**config.mk**
```make
export PLATFORM = sky130hd
export DESIGN_NAME = utf8_stream_decoder_flat
export DESIGN_NICKNAME = d
export VERILOG_FILES = /design/src/sv/u8d_pkg.sv /design/src/sv/u8d_if.sv /design/src/sv/u8d_core.sv /design/src/sv/u8d_out_buf.sv /design/src/sv/utf8_stream_decoder.sv /design/src/flat_wrapper.sv
export SDC_FILE = /design/constraint.sdc
export NUM_CORES = 1
export LEC_CHECK = 0
export ABC_AREA = 1
export BUFFER_PORTS_ARGS = -buffer_cell sky130_fd_sc_hd__buf_4
export CAP_MARGIN = 20
export CELL_PAD_IN_SITES_DETAIL_PLACEMENT = 2
export CELL_PAD_IN_SITES_GLOBAL_PLACEMENT = 2
export CORE_MARGIN = 10
export CORE_UTILIZATION = 35
export CTS_CLUSTER_DIAMETER = 100
export CTS_CLUSTER_SIZE = 16
export DETAILED_ROUTE_END_ITERATION = 10
export GPL_TIMING_DRIVEN = 0
export PLACE_DENSITY = 0.87
export RECOVER_POWER = 25
export SYNTH_ARGS = -nofsm -noshare
export SYNTH_HDL_FRONTEND = slang
export SYNTH_SLANG_ARGS = --single-unit
```
**constraint.sdc**
```tcl
create_clock -name i_clk -period 3.3 [get_ports i_clk]
set_clock_uncertainty 0.1 [all_clocks]
set_input_delay 0.165 -clock i_clk [delete_from_list [all_inputs] [get_ports i_clk]]
set_output_delay 0.165 -clock i_clk [all_outputs]
set_load 0.05 [all_outputs]
```
**src/sv/u8d_pkg.sv**
```systemverilog
// ----------------------------------------------------------------------------
// u8d_pkg
// Shared types, status codes and lead byte decode for the UTF-8 stream decoder
// ----------------------------------------------------------------------------
`default_nettype none

package u8d_pkg;

    // result status codes
    localparam logic [1:0] ST_OK       = 2'd0;
    localparam logic [1:0] ST_BAD_LEAD = 2'd1;
    localparam logic [1:0] ST_BAD_CONT = 2'd2;
    localparam logic [1:0] ST_TRUNC    = 2'd3;

    // default continuation window and reset replacement code
    localparam logic [7:0]  CONT_LOW   = 8'h80;
    localparam logic [7:0]  CONT_HIGH  = 8'hbf;
    localparam logic [20:0] REPL_RESET = 21'h00fffd;

    // one result item
    typedef struct packed {
        logic [20:0] code_point;
        logic [2:0]  width;
        logic [1:0]  status;
        logic        last_of_run;
    } t_result;

    // sequence state carried between bytes
    typedef struct packed {
        logic [20:0] acc;
        logic [2:0]  expected;
        logic [2:0]  seen;
        logic [7:0]  second_low;
        logic [7:0]  second_high;
    } t_dec_state;

    // up to two results produced by one byte
    typedef struct packed {
        logic    push0;
        logic    push1;
        t_result res0;
        t_result res1;
    } t_push;

    // outcome of decoding a byte as a lead byte
    typedef struct packed {
        logic       emit;
        t_result    res;
        t_dec_state st;
    } t_lead;

    function automatic t_dec_state idle_state();
        t_dec_state s;
        s.acc         = '0;
        s.expected    = 3'd0;
        s.seen        = 3'd0;
        s.second_low  = CONT_LOW;
        s.second_high = CONT_HIGH;
        return s;
    endfunction

    // decode a byte as a lead byte from the idle state
    function automatic t_lead lead_decode(input logic [7:0] b, input logic eoi,
                                          input logic [20:0] repl);
        t_lead r;
        r.emit = 1'b0;
        r.res  = '{code_point: '0, width: 3'd0, status: ST_OK, last_of_run: 1'b1};
        r.st   = idle_state();
        if (b < 8'h80) begin
            r.emit           = 1'b1;
            r.res.code_point = {13'd0, b};
            r.res.width      = 3'd1;
        end else if (b inside {[8'hc2:8'hdf], [8'he0:8'hef], [8'hf0:8'hf4]}) begin
            r.st.seen = 3'd1;
            if (b <= 8'hdf) begin
                r.st.acc      = {16'd0, b[4:0]};
                r.st.expected = 3'd2;
            end else if (b <= 8'hef) begin
                r.st.acc      = {17'd0, b[3:0]};
                r.st.expected = 3'd3;
                if (b == 8'he0) r.st.second_low  = 8'ha0;
                if (b == 8'hed) r.st.second_high = 8'h9f;
            end else begin
                r.st.acc      = {18'd0, b[2:0]};
                r.st.expected = 3'd4;
                if (b == 8'hf0) r.st.second_low  = 8'h90;
                if (b == 8'hf4) r.st.second_high = 8'h8f;
            end
            // end of input right after a multi-byte lead
            if (eoi) begin
                r.emit       = 1'b1;
                r.res.status = ST_TRUNC;
                r.st         = idle_state();
            end
        end else begin
            r.emit           = 1'b1;
            r.res.code_point = repl;
            r.res.width      = 3'd1;
            r.res.status     = ST_BAD_LEAD;
        end
        return r;
    endfunction

endpackage

`default_nettype wire

```
**src/sv/u8d_if.sv**
```systemverilog
// ----------------------------------------------------------------------------
// u8d_if
// Valid/ready channel interfaces for bytes in, results out and configuration
// ----------------------------------------------------------------------------
`default_nettype none

interface u8d_in_if;
    logic       valid;
    logic       ready;
    logic [7:0] data_byte;
    logic       end_of_input;
    modport source (output valid, output data_byte, output end_of_input, input ready);
    modport sink   (input valid, input data_byte, input end_of_input, output ready);
endinterface

interface u8d_out_if;
    logic        valid;
    logic        ready;
    logic [20:0] code_point;
    logic [2:0]  width;
    logic [1:0]  status;
    logic        last_of_run;
    modport source (output valid, output code_point, output width, output status,
                    output last_of_run, input ready);
    modport sink   (input valid, input code_point, input width, input status,
                    input last_of_run, output ready);
endinterface

interface u8d_cfg_if;
    logic        valid;
    logic        ready;
    logic [20:0] replacement_code;
    modport source (output valid, output replacement_code, input ready);
    modport sink   (input valid, input replacement_code, output ready);
endinterface

`default_nettype wire

```
**src/sv/u8d_core.sv**
```systemverilog
// ----------------------------------------------------------------------------
// u8d_core
// Input register, sequence state and single-pass decode of one byte
// ----------------------------------------------------------------------------
`default_nettype none

module u8d_core (
    input  wire logic           i_clk,
    input  wire logic           i_rst_n,
    u8d_in_if.sink              i_in,
    input  wire logic [20:0]    i_repl,
    input  wire logic           i_can_take,
    output u8d_pkg::t_push      o_push
);

    logic                r_in_valid;
    logic [7:0]          r_byte;
    logic                r_eoi;
    u8d_pkg::t_dec_state r_state;
    u8d_pkg::t_dec_state n_state;
    u8d_pkg::t_lead      lead;
    u8d_pkg::t_push      push;
    logic [7:0]          lo;
    logic [7:0]          hi;
    logic [20:0]         acc_next;
    logic [2:0]          seen_next;
    logic                fire;

    // decode the registered byte against the current sequence state
    always_comb begin
        lead      = u8d_pkg::lead_decode(r_byte, r_eoi, i_repl);
        lo        = (r_state.seen == 3'd1) ? r_state.second_low  : u8d_pkg::CONT_LOW;
        hi        = (r_state.seen == 3'd1) ? r_state.second_high : u8d_pkg::CONT_HIGH;
        acc_next  = {r_state.acc[14:0], r_byte[5:0]};
        seen_next = r_state.seen + 3'd1;
        n_state   = r_state;
        push      = '0;
        if (r_state.expected == 3'd0) begin
            n_state    = lead.st;
            push.push0 = lead.emit;
            push.res0  = lead.res;
        end else if (r_byte < lo || r_byte > hi) begin
            // broken sequence, the byte restarts as a lead
            n_state    = lead.st;
            push.push0 = 1'b1;
            push.res0  = '{code_point: '0, width: 3'd0,
                           status: u8d_pkg::ST_BAD_CONT, last_of_run: !lead.emit};
            push.push1 = lead.emit;
            push.res1  = lead.res;
        end else if (seen_next >= r_state.expected) begin
            n_state    = u8d_pkg::idle_state();
            push.push0 = 1'b1;
            push.res0  = '{code_point: acc_next, width: r_state.expected,
                           status: u8d_pkg::ST_OK, last_of_run: 1'b1};
        end else if (r_eoi) begin
            n_state    = u8d_pkg::idle_state();
            push.push0 = 1'b1;
            push.res0  = '{code_point: '0, width: 3'd0,
                           status: u8d_pkg::ST_TRUNC, last_of_run: 1'b1};
        end else begin
            n_state.acc  = acc_next;
            n_state.seen = seen_next;
        end
    end

    // a byte with no result never waits for the output side
    assign fire          = r_in_valid && (!push.push0 || i_can_take);
    assign i_in.ready    = !r_in_valid || fire;
    assign o_push.push0  = fire && push.push0;
    assign o_push.push1  = fire && push.push1;
    assign o_push.res0   = push.res0;
    assign o_push.res1   = push.res1;

    // input register and sequence state
    always_ff @(posedge i_clk) begin
        if (!i_rst_n) begin
            r_in_valid <= 1'b0;
            r_state    <= u8d_pkg::idle_state();
        end else begin
            if (i_in.ready) r_in_valid <= i_in.valid;
            if (fire)       r_state    <= n_state;
        end
    end

    // input payload
    always_ff @(posedge i_clk) begin
        if (i_in.ready && i_in.valid) begin
            r_byte <= i_in.data_byte;
            r_eoi  <= i_in.end_of_input;
        end
    end

    // end of input always leaves the decoder idle
    a_eoi_idle: assert property (@(posedge i_clk) disable iff (!i_rst_n)
        fire && r_eoi |=> r_state.expected == 3'd0)
        else $error("decoder not idle after end of input");

    // a good code point always carries a width
    a_ok_width: assert property (@(posedge i_clk) disable iff (!i_rst_n)
        o_push.push0 && o_push.res0.status == u8d_pkg::ST_OK |-> o_push.res0.width != 3'd0)
        else $error("ok result with zero width");

endmodule

`default_nettype wire

```
**src/sv/u8d_out_buf.sv**
```systemverilog
// ----------------------------------------------------------------------------
// u8d_out_buf
// Result register with one spare slot for the second result of a byte
// ----------------------------------------------------------------------------
`default_nettype none

module u8d_out_buf (
    input  wire logic           i_clk,
    input  wire logic           i_rst_n,
    input  wire u8d_pkg::t_push i_push,
    output logic                o_can_take,
    u8d_out_if.source           o_out
);

    logic             r_out_valid;
    logic             r_pend_valid;
    u8d_pkg::t_result r_out;
    u8d_pkg::t_result r_pend;
    logic             out_free;

    // the slot is free when empty or its request goes this cycle
    assign out_free   = !r_out_valid || o_out.ready;
    assign o_can_take = out_free && !r_pend_valid;

    assign o_out.valid       = r_out_valid;
    assign o_out.code_point  = r_out.code_point;
    assign o_out.width       = r_out.width;
    assign o_out.status      = r_out.status;
    assign o_out.last_of_run = r_out.last_of_run;

    // occupancy
    always_ff @(posedge i_clk) begin
        if (!i_rst_n) begin
            r_out_valid  <= 1'b0;
            r_pend_valid <= 1'b0;
        end else if (i_push.push0) begin
            r_out_valid  <= 1'b1;
            r_pend_valid <= i_push.push1;
        end else if (out_free) begin
            r_out_valid  <= r_pend_valid;
            r_pend_valid <= 1'b0;
        end
    end

    // result payload
    always_ff @(posedge i_clk) begin
        if (i_push.push0) begin
            r_out  <= i_push.res0;
            r_pend <= i_push.res1;
        end else if (out_free) begin
            r_out  <= r_pend;
        end
    end

    // the spare slot only holds a result behind the output slot
    a_pend_order: assert property (@(posedge i_clk) disable iff (!i_rst_n)
        r_pend_valid |-> r_out_valid)
        else $error("spare result without an output result");

    // a second result only comes with a first
    a_push_pair: assert property (@(posedge i_clk) disable iff (!i_rst_n)
        i_push.push1 |-> i_push.push0 && !r_pend_valid)
        else $error("second result pushed out of order");

endmodule

`default_nettype wire

```
**src/sv/utf8_stream_decoder.sv**
```systemverilog
// ----------------------------------------------------------------------------
// utf8_stream_decoder
// Streaming UTF-8 decoder with validation of lead and continuation bytes
//
//   channel   dir   payload                                       request
//   i_in      in    data_byte[7:0], end_of_input                  one byte
//   o_out     out   code_point[20:0], width[2:0], status[1:0],    one result
//                   last_of_run
//   i_cfg     in    replacement_code[20:0]                        register write
//
// One byte accepted per cycle unless the output stalls, which backs up into
// the input register. A byte with two results stalls later bytes that have
// results while the spare slot drains. Throughput is set by the single
// output slot. Reset is synchronous, active low; it clears the sequence
// state and restores replacement_code to 0xfffd.
// ----------------------------------------------------------------------------
`default_nettype none

module utf8_stream_decoder (
    input  wire logic  i_clk,
    input  wire logic  i_rst_n,
    u8d_in_if.sink     i_in,
    u8d_out_if.source  o_out,
    u8d_cfg_if.sink    i_cfg
);

    logic [20:0]    r_repl;
    logic           can_take;
    u8d_pkg::t_push push;

    // configuration register
    assign i_cfg.ready = 1'b1;

    always_ff @(posedge i_clk) begin
        if (!i_rst_n) begin
            r_repl <= u8d_pkg::REPL_RESET;
        end else if (i_cfg.valid) begin
            r_repl <= i_cfg.replacement_code;
        end
    end

    // byte decode
    u8d_core u_core (
        .i_clk      (i_clk),
        .i_rst_n    (i_rst_n),
        .i_in       (i_in),
        .i_repl     (r_repl),
        .i_can_take (can_take),
        .o_push     (push)
    );

    // result buffering
    u8d_out_buf u_out_buf (
        .i_clk      (i_clk),
        .i_rst_n    (i_rst_n),
        .i_push     (push),
        .o_can_take (can_take),
        .o_out      (o_out)
    );

endmodule

`default_nettype wire
```
**src/flat_wrapper.sv**
```systemverilog
// flat-port wrapper written by rule: the top's interface ports become plain ports
module utf8_stream_decoder_flat 
  (i_clk, i_rst_n, i_in_valid, i_in_data_byte, i_in_end_of_input, i_in_ready, o_out_valid, o_out_code_point, o_out_width, o_out_status, o_out_last_of_run, o_out_ready, i_cfg_valid, i_cfg_replacement_code, i_cfg_ready);
  u8d_in_if i_in_i ();
  u8d_out_if o_out_i ();
  u8d_cfg_if i_cfg_i ();
  input  wire logic i_clk;
  input  wire logic i_rst_n;
  input wire logic [$bits(i_in_i.valid)-1:0] i_in_valid;
  input wire logic [$bits(i_in_i.data_byte)-1:0] i_in_data_byte;
  input wire logic [$bits(i_in_i.end_of_input)-1:0] i_in_end_of_input;
  output wire logic [$bits(i_in_i.ready)-1:0] i_in_ready;
  output wire logic [$bits(o_out_i.valid)-1:0] o_out_valid;
  output wire logic [$bits(o_out_i.code_point)-1:0] o_out_code_point;
  output wire logic [$bits(o_out_i.width)-1:0] o_out_width;
  output wire logic [$bits(o_out_i.status)-1:0] o_out_status;
  output wire logic [$bits(o_out_i.last_of_run)-1:0] o_out_last_of_run;
  input wire logic [$bits(o_out_i.ready)-1:0] o_out_ready;
  input wire logic [$bits(i_cfg_i.valid)-1:0] i_cfg_valid;
  input wire logic [$bits(i_cfg_i.replacement_code)-1:0] i_cfg_replacement_code;
  output wire logic [$bits(i_cfg_i.ready)-1:0] i_cfg_ready;
  assign i_in_i.valid = i_in_valid;
  assign i_in_i.data_byte = i_in_data_byte;
  assign i_in_i.end_of_input = i_in_end_of_input;
  assign i_in_ready = i_in_i.ready;
  assign o_out_valid = o_out_i.valid;
  assign o_out_code_point = o_out_i.code_point;
  assign o_out_width = o_out_i.width;
  assign o_out_status = o_out_i.status;
  assign o_out_last_of_run = o_out_i.last_of_run;
  assign o_out_i.ready = o_out_ready;
  assign i_cfg_i.valid = i_cfg_valid;
  assign i_cfg_i.replacement_code = i_cfg_replacement_code;
  assign i_cfg_ready = i_cfg_i.ready;
  utf8_stream_decoder u_core (.i_clk(i_clk), .i_rst_n(i_rst_n), .i_in(i_in_i), .o_out(o_out_i), .i_cfg(i_cfg_i));
endmodule
```
==> impl_metrics.py <==
metrics = {
    "synth": {
        "synthesis.area_um2": 5220,
        "seq_area_frac_synth": 0.539,
        "yosys-top-cells-area": "edfxtp_1 35%, dfxtp_1 19%, nand2_1 14%, nand3_1 5.6%, nor2_1 3.9%",
        "yosys.area.top_type": "edfxtp_1",
        "synthCells": 601,
        "async_flop_share": 0,
        "ys_types": 44,
        "ys_seq_elements": 110,
        "synth-edff-count": 61,
        "avgSynthCellArea_um2": 8.68,
        "synth.net_count": 644,
        "synth_top_area_frac": 0.351,
        "yosys_warnings": 0,
        "yosys_most_used_dff": "edfxtp_1",
    },
    "route": {
        "drc": 0,
        "antenna_violating_nets_post_route": 0,
        "drtIter0Drc": 227,
        "wl_um": 18300,
        "vias_per_cell": 5.11,
        "drt-pass1-iter-count": 4,
        "num_vias": 4593,
        "routedWlPerCell_um": 20.4,
    },
    "place": {
        "place_ws_ns": 0.145,
        "portBuffers": 63,
        "place_hpwl_um": 13400,
        "gp_congestion": 0.899,
        "place_area_um2": 5920,
    },
    "cells_and_area": {
        "layout_commonest_cell": "nand2_1",
        "fin_nets": 752,
        "post-route-util": 0.444,
        "final_cell_mix": "188 x nand2_1, 61 x edfxtp_1, 58 x nand3_1",
        "area_delta_synth_final_pct": 24.1,
        "nFillCells": 1582,
        "drive_above_1_share": 0.160,
        "fin_area_um2": 6470,
        "insertedDiodeCount": 0,
    },
    "worst_setup_path": {
        "rr_worst_depth": 16,
        "critPathMaxStageDelay_ns": 0.42,
        "cp_top_family": "simple AND/OR/NAND/NOR gates",
        "reg2reg_slack_ns": 0.24,
        "arrival_ns": 2.80,
        "end_kind": "output port",
        "crit_chain": "ha_1 -> inv_1 -> nor2_2 -> inv_1 -> nor2_1 -> ha_1 -> a21o_2 -> nand2_4 -> nand2_4 -> nor2_8 -> nand3_4 -> nand3_1 -> buf_4",
        "start_kind": "flip-flop",
        "crit_type": "reg -> out",
        "r2r-end": "u_core.u_out_buf.o_out.code_point[12]$_DFFE_PP_",
        "reg2reg_from": "u_core.u_core.r_state[16]$_SDFFE_PN0N_",
        "cp_num_buf_inv": 3,
        "slowest_stage": "dfxtp_1",
        "path_max_fanout": 7,
        "cp_data_required_time_ns": 3.03,
    },
    "cts": {
        "cts_root_buf": "clkbuf_16",
        "htreeDepth": 3,
        "clk_pin_slew_ns": 0.07,
        "tritoncts": "yes",
        "cts_made_buffers": 9,
        "clk-insertion-delay-late_ns": 0.36,
        "clock-sinks": 110,
        "cts_buffer_depth": 2,
    },
    "timing": {
        "rsz0062_at_grt": "false",
        "fin_ws_ns": 0.236,
        "hold_viol": 0,
        "slew_viol_final": 0,
        "worst_pin_slew_ns": 0.645,
        "slew_headroom": 0.570,
        "fin_crit_sh": 0.929,
        "setup-tns-final_ns": 0,
        "setup_viol": 0,
        "max_freq_ghz": 0.326,
        "period_needed_ns": 3.06,
    },
    "global_route": {
        "grt_pass1_vias": 5224,
        "gr-usage-all-layers": 0.181,
        "gr-total-overflow": 0,
        "grt_max_degree": 35,
        "grt_pass1_wl_um": 28800,
        "antenna_found_initial": 0,
    },
    "hold_path": {
        "min_path_cells": 4,
        "holdPathEnd": "u_core.u_out_buf.r_pend_valid$_SDFFE_PN0P_",
        "min-delay-start": "o_out_ready",
        "hp-class": "in -> reg",
    },
    "flow_run": {
        "max_cap_viol_count": 0,
    },
    "floorplanning": {
        "dieArea_um2": 20200,
        "die_h_um": 142,
        "coreArea_um2": 14600,
        "row_count": 44,
        "start_util": 0.357,
        "ioPinCount": 65,
        "die_x_um": 142,
    },
    "power_and_ir_drop": {
        "power_density_nw_per_um2": 512,
        "leakagePower_nw": 2.72,
        "ir_worst_vdd_uv": 498,
    },
    "outcome": {
        "status": "finished clean",
    },
}
==> kinds of logic after synthesis <==
| kind of cell | after synthesis | synth area share |
|---|---|---|
| AO/OA/AOI/OAI | 66 | 0.0689 |
| XOR/XNOR | 1 | 0.00168 |
| adder cells (fa/ha/maj) | 8 | 0.0192 |
| buffers and inverters | 70 | 0.0621 |
| flip-flops | 110 | 0.539 |
| other | 1 | 0.000719 |
| AND/OR/NAND/NOR | 345 | 0.308 |
==> registers in the layout, indices dropped and copies added, names as in the netlist <==
register and flops:
u_core.u_out_buf.r_pend 25, u_core.r_repl 21, u_core.u_out_buf.o_out.code_point 21, u_core.u_core.acc_next 15, u_core.u_core.r_state 10, u_core.u_core.r_byte 8, u_core.u_out_buf.o_out.width 3, u_core.u_out_buf.o_out.status 2
u_core.u_core.r_eoi 1, u_core.u_core.r_in_valid 1, u_core.u_out_buf.o_out.last_of_run 1, u_core.u_out_buf.o_out.valid 1, u_core.u_out_buf.r_pend_valid 1
==> final cells by class <==
| type | instances | area [um2] | share of cell area |
|---|---|---|---|
| flip-flops and latches | 110 | 2810 | 0.434 |
| multi-input cells | 421 | 2080 | 0.321 |
| repair buffers | 97 | 748 | 0.116 |
| well taps | 184 | 230 | 0.0356 |
| clock buffers | 10 | 229 | 0.0354 |
| plain buffers | 29 | 168 | 0.0259 |
| inverters | 41 | 160 | 0.0247 |
| clock inverters | 6 | 45.0 | 0.00696 |
==> worst max path at each step <==
stage | cells after the start | endpoint | from
2_1_floorplan | 14 | u_core.u_core.r_byte[0]$_DFFE_PP_ | u_core.u_core.r_state[16]$_SDFFE_PN0N_
3_3_place_gp | 14 | u_core.u_core.r_byte[6]$_DFFE_PP_ | u_core.u_core.r_state[16]$_SDFFE_PN0N_
3_5_place_dp | 14 | u_core.u_out_buf.o_out.code_point[3]$_DFFE_PP_ | u_core.u_core.r_state[16]$_SDFFE_PN0N_
4_1_cts | 14 | u_core.u_out_buf.o_out.code_point[3]$_DFFE_PP_ | u_core.u_core.r_state[16]$_SDFFE_PN0N_
5_1_grt | 16 | u_core.u_out_buf.o_out.code_point[16]$_DFFE_PP_ | u_core.u_core.r_state[16]$_SDFFE_PN0N_
6_report | 13 | i_in_ready | u_core.u_core.r_state[16]$_SDFFE_PN0N_
==> routing by layer <==
metal	track usage	share of wire	vias to the layer above
met5	0	0	-
met4	0.0624	0.019	0
met3	0.0360	0.048	19
met2	0.319	0.51	102
met1	0.215	0.42	2274
li1	-	-	2198
==> power by group <==
| part | switching [mW] | total (mW) | internal, mW |
|---|---|---|---|
| clock | 0.535 | 1.05 | 0.518 |
| combinational | 0.480 | 0.670 | 0.191 |
| sequential | 0.0474 | 1.59 | 1.55 |
| total | 1.06 | 3.32 | 2.25 |
==> metrics by stage <==
stage / total power [mW] / hold slack (ns) / instances
3_5_place_dp: 2.28 / 0.245 / 848
6_report: 3.32 / 0.0386 / 898
3_3_place_gp: 2.23 / 0.243 / 848
2_1_floorplan: 2.04 / 0.164 / 601
5_1_grt: 3.46 / 0.0662 / 898
4_1_cts: 3.35 / 0.0149 / 894
==> what timing repair did <==
action,in CTS,in global routing
hold endpoints to repair,30,0
resized for setup,0,2
setup buffers,0,3
endpoints found under the setup margin,0,46
hold buffers,30,0
==> worst register-to-register path, cell delays in order, from the launching register on <==
cell and delay, ns:
dfxtp_1 0.42, ha_1 0.18, inv_1 0.05, nor2_2 0.15, inv_1 0.09, nor2_1 0.13
ha_1 0.26, a21o_2 0.25, nand2_4 0.09, nand2_4 0.06, nor2_8 0.13, nand3_4 0.20
nand4_4 0.17, inv_2 0.07, buf_4 0.27, nand2_1 0.13, nand2_1 0.07
==> synth_stat cells (2+ instances only) <==
library cell	instances
nand2_1	188
clkbuf_1	11
inv_2	5
nand2_4	2
a21oi_2	2
nor2_4	5
nand4_1	2
o21ai_1	4
buf_4	7
nor2_1	54
nand3_4	2
nor2_2	3
inv_1	34
o21ai_0	28
edfxtp_1	61
nand3_1	58
a21oi_1	26
buf_1	3
o22ai_1	2
nand3_2	2
nand2_8	2
ha_1	8
nor3_1	9
buf_2	4
buf_6	2
and3_1	7
dfxtp_1	49
nand2_2	5
(Power assumes the default switching activity.)
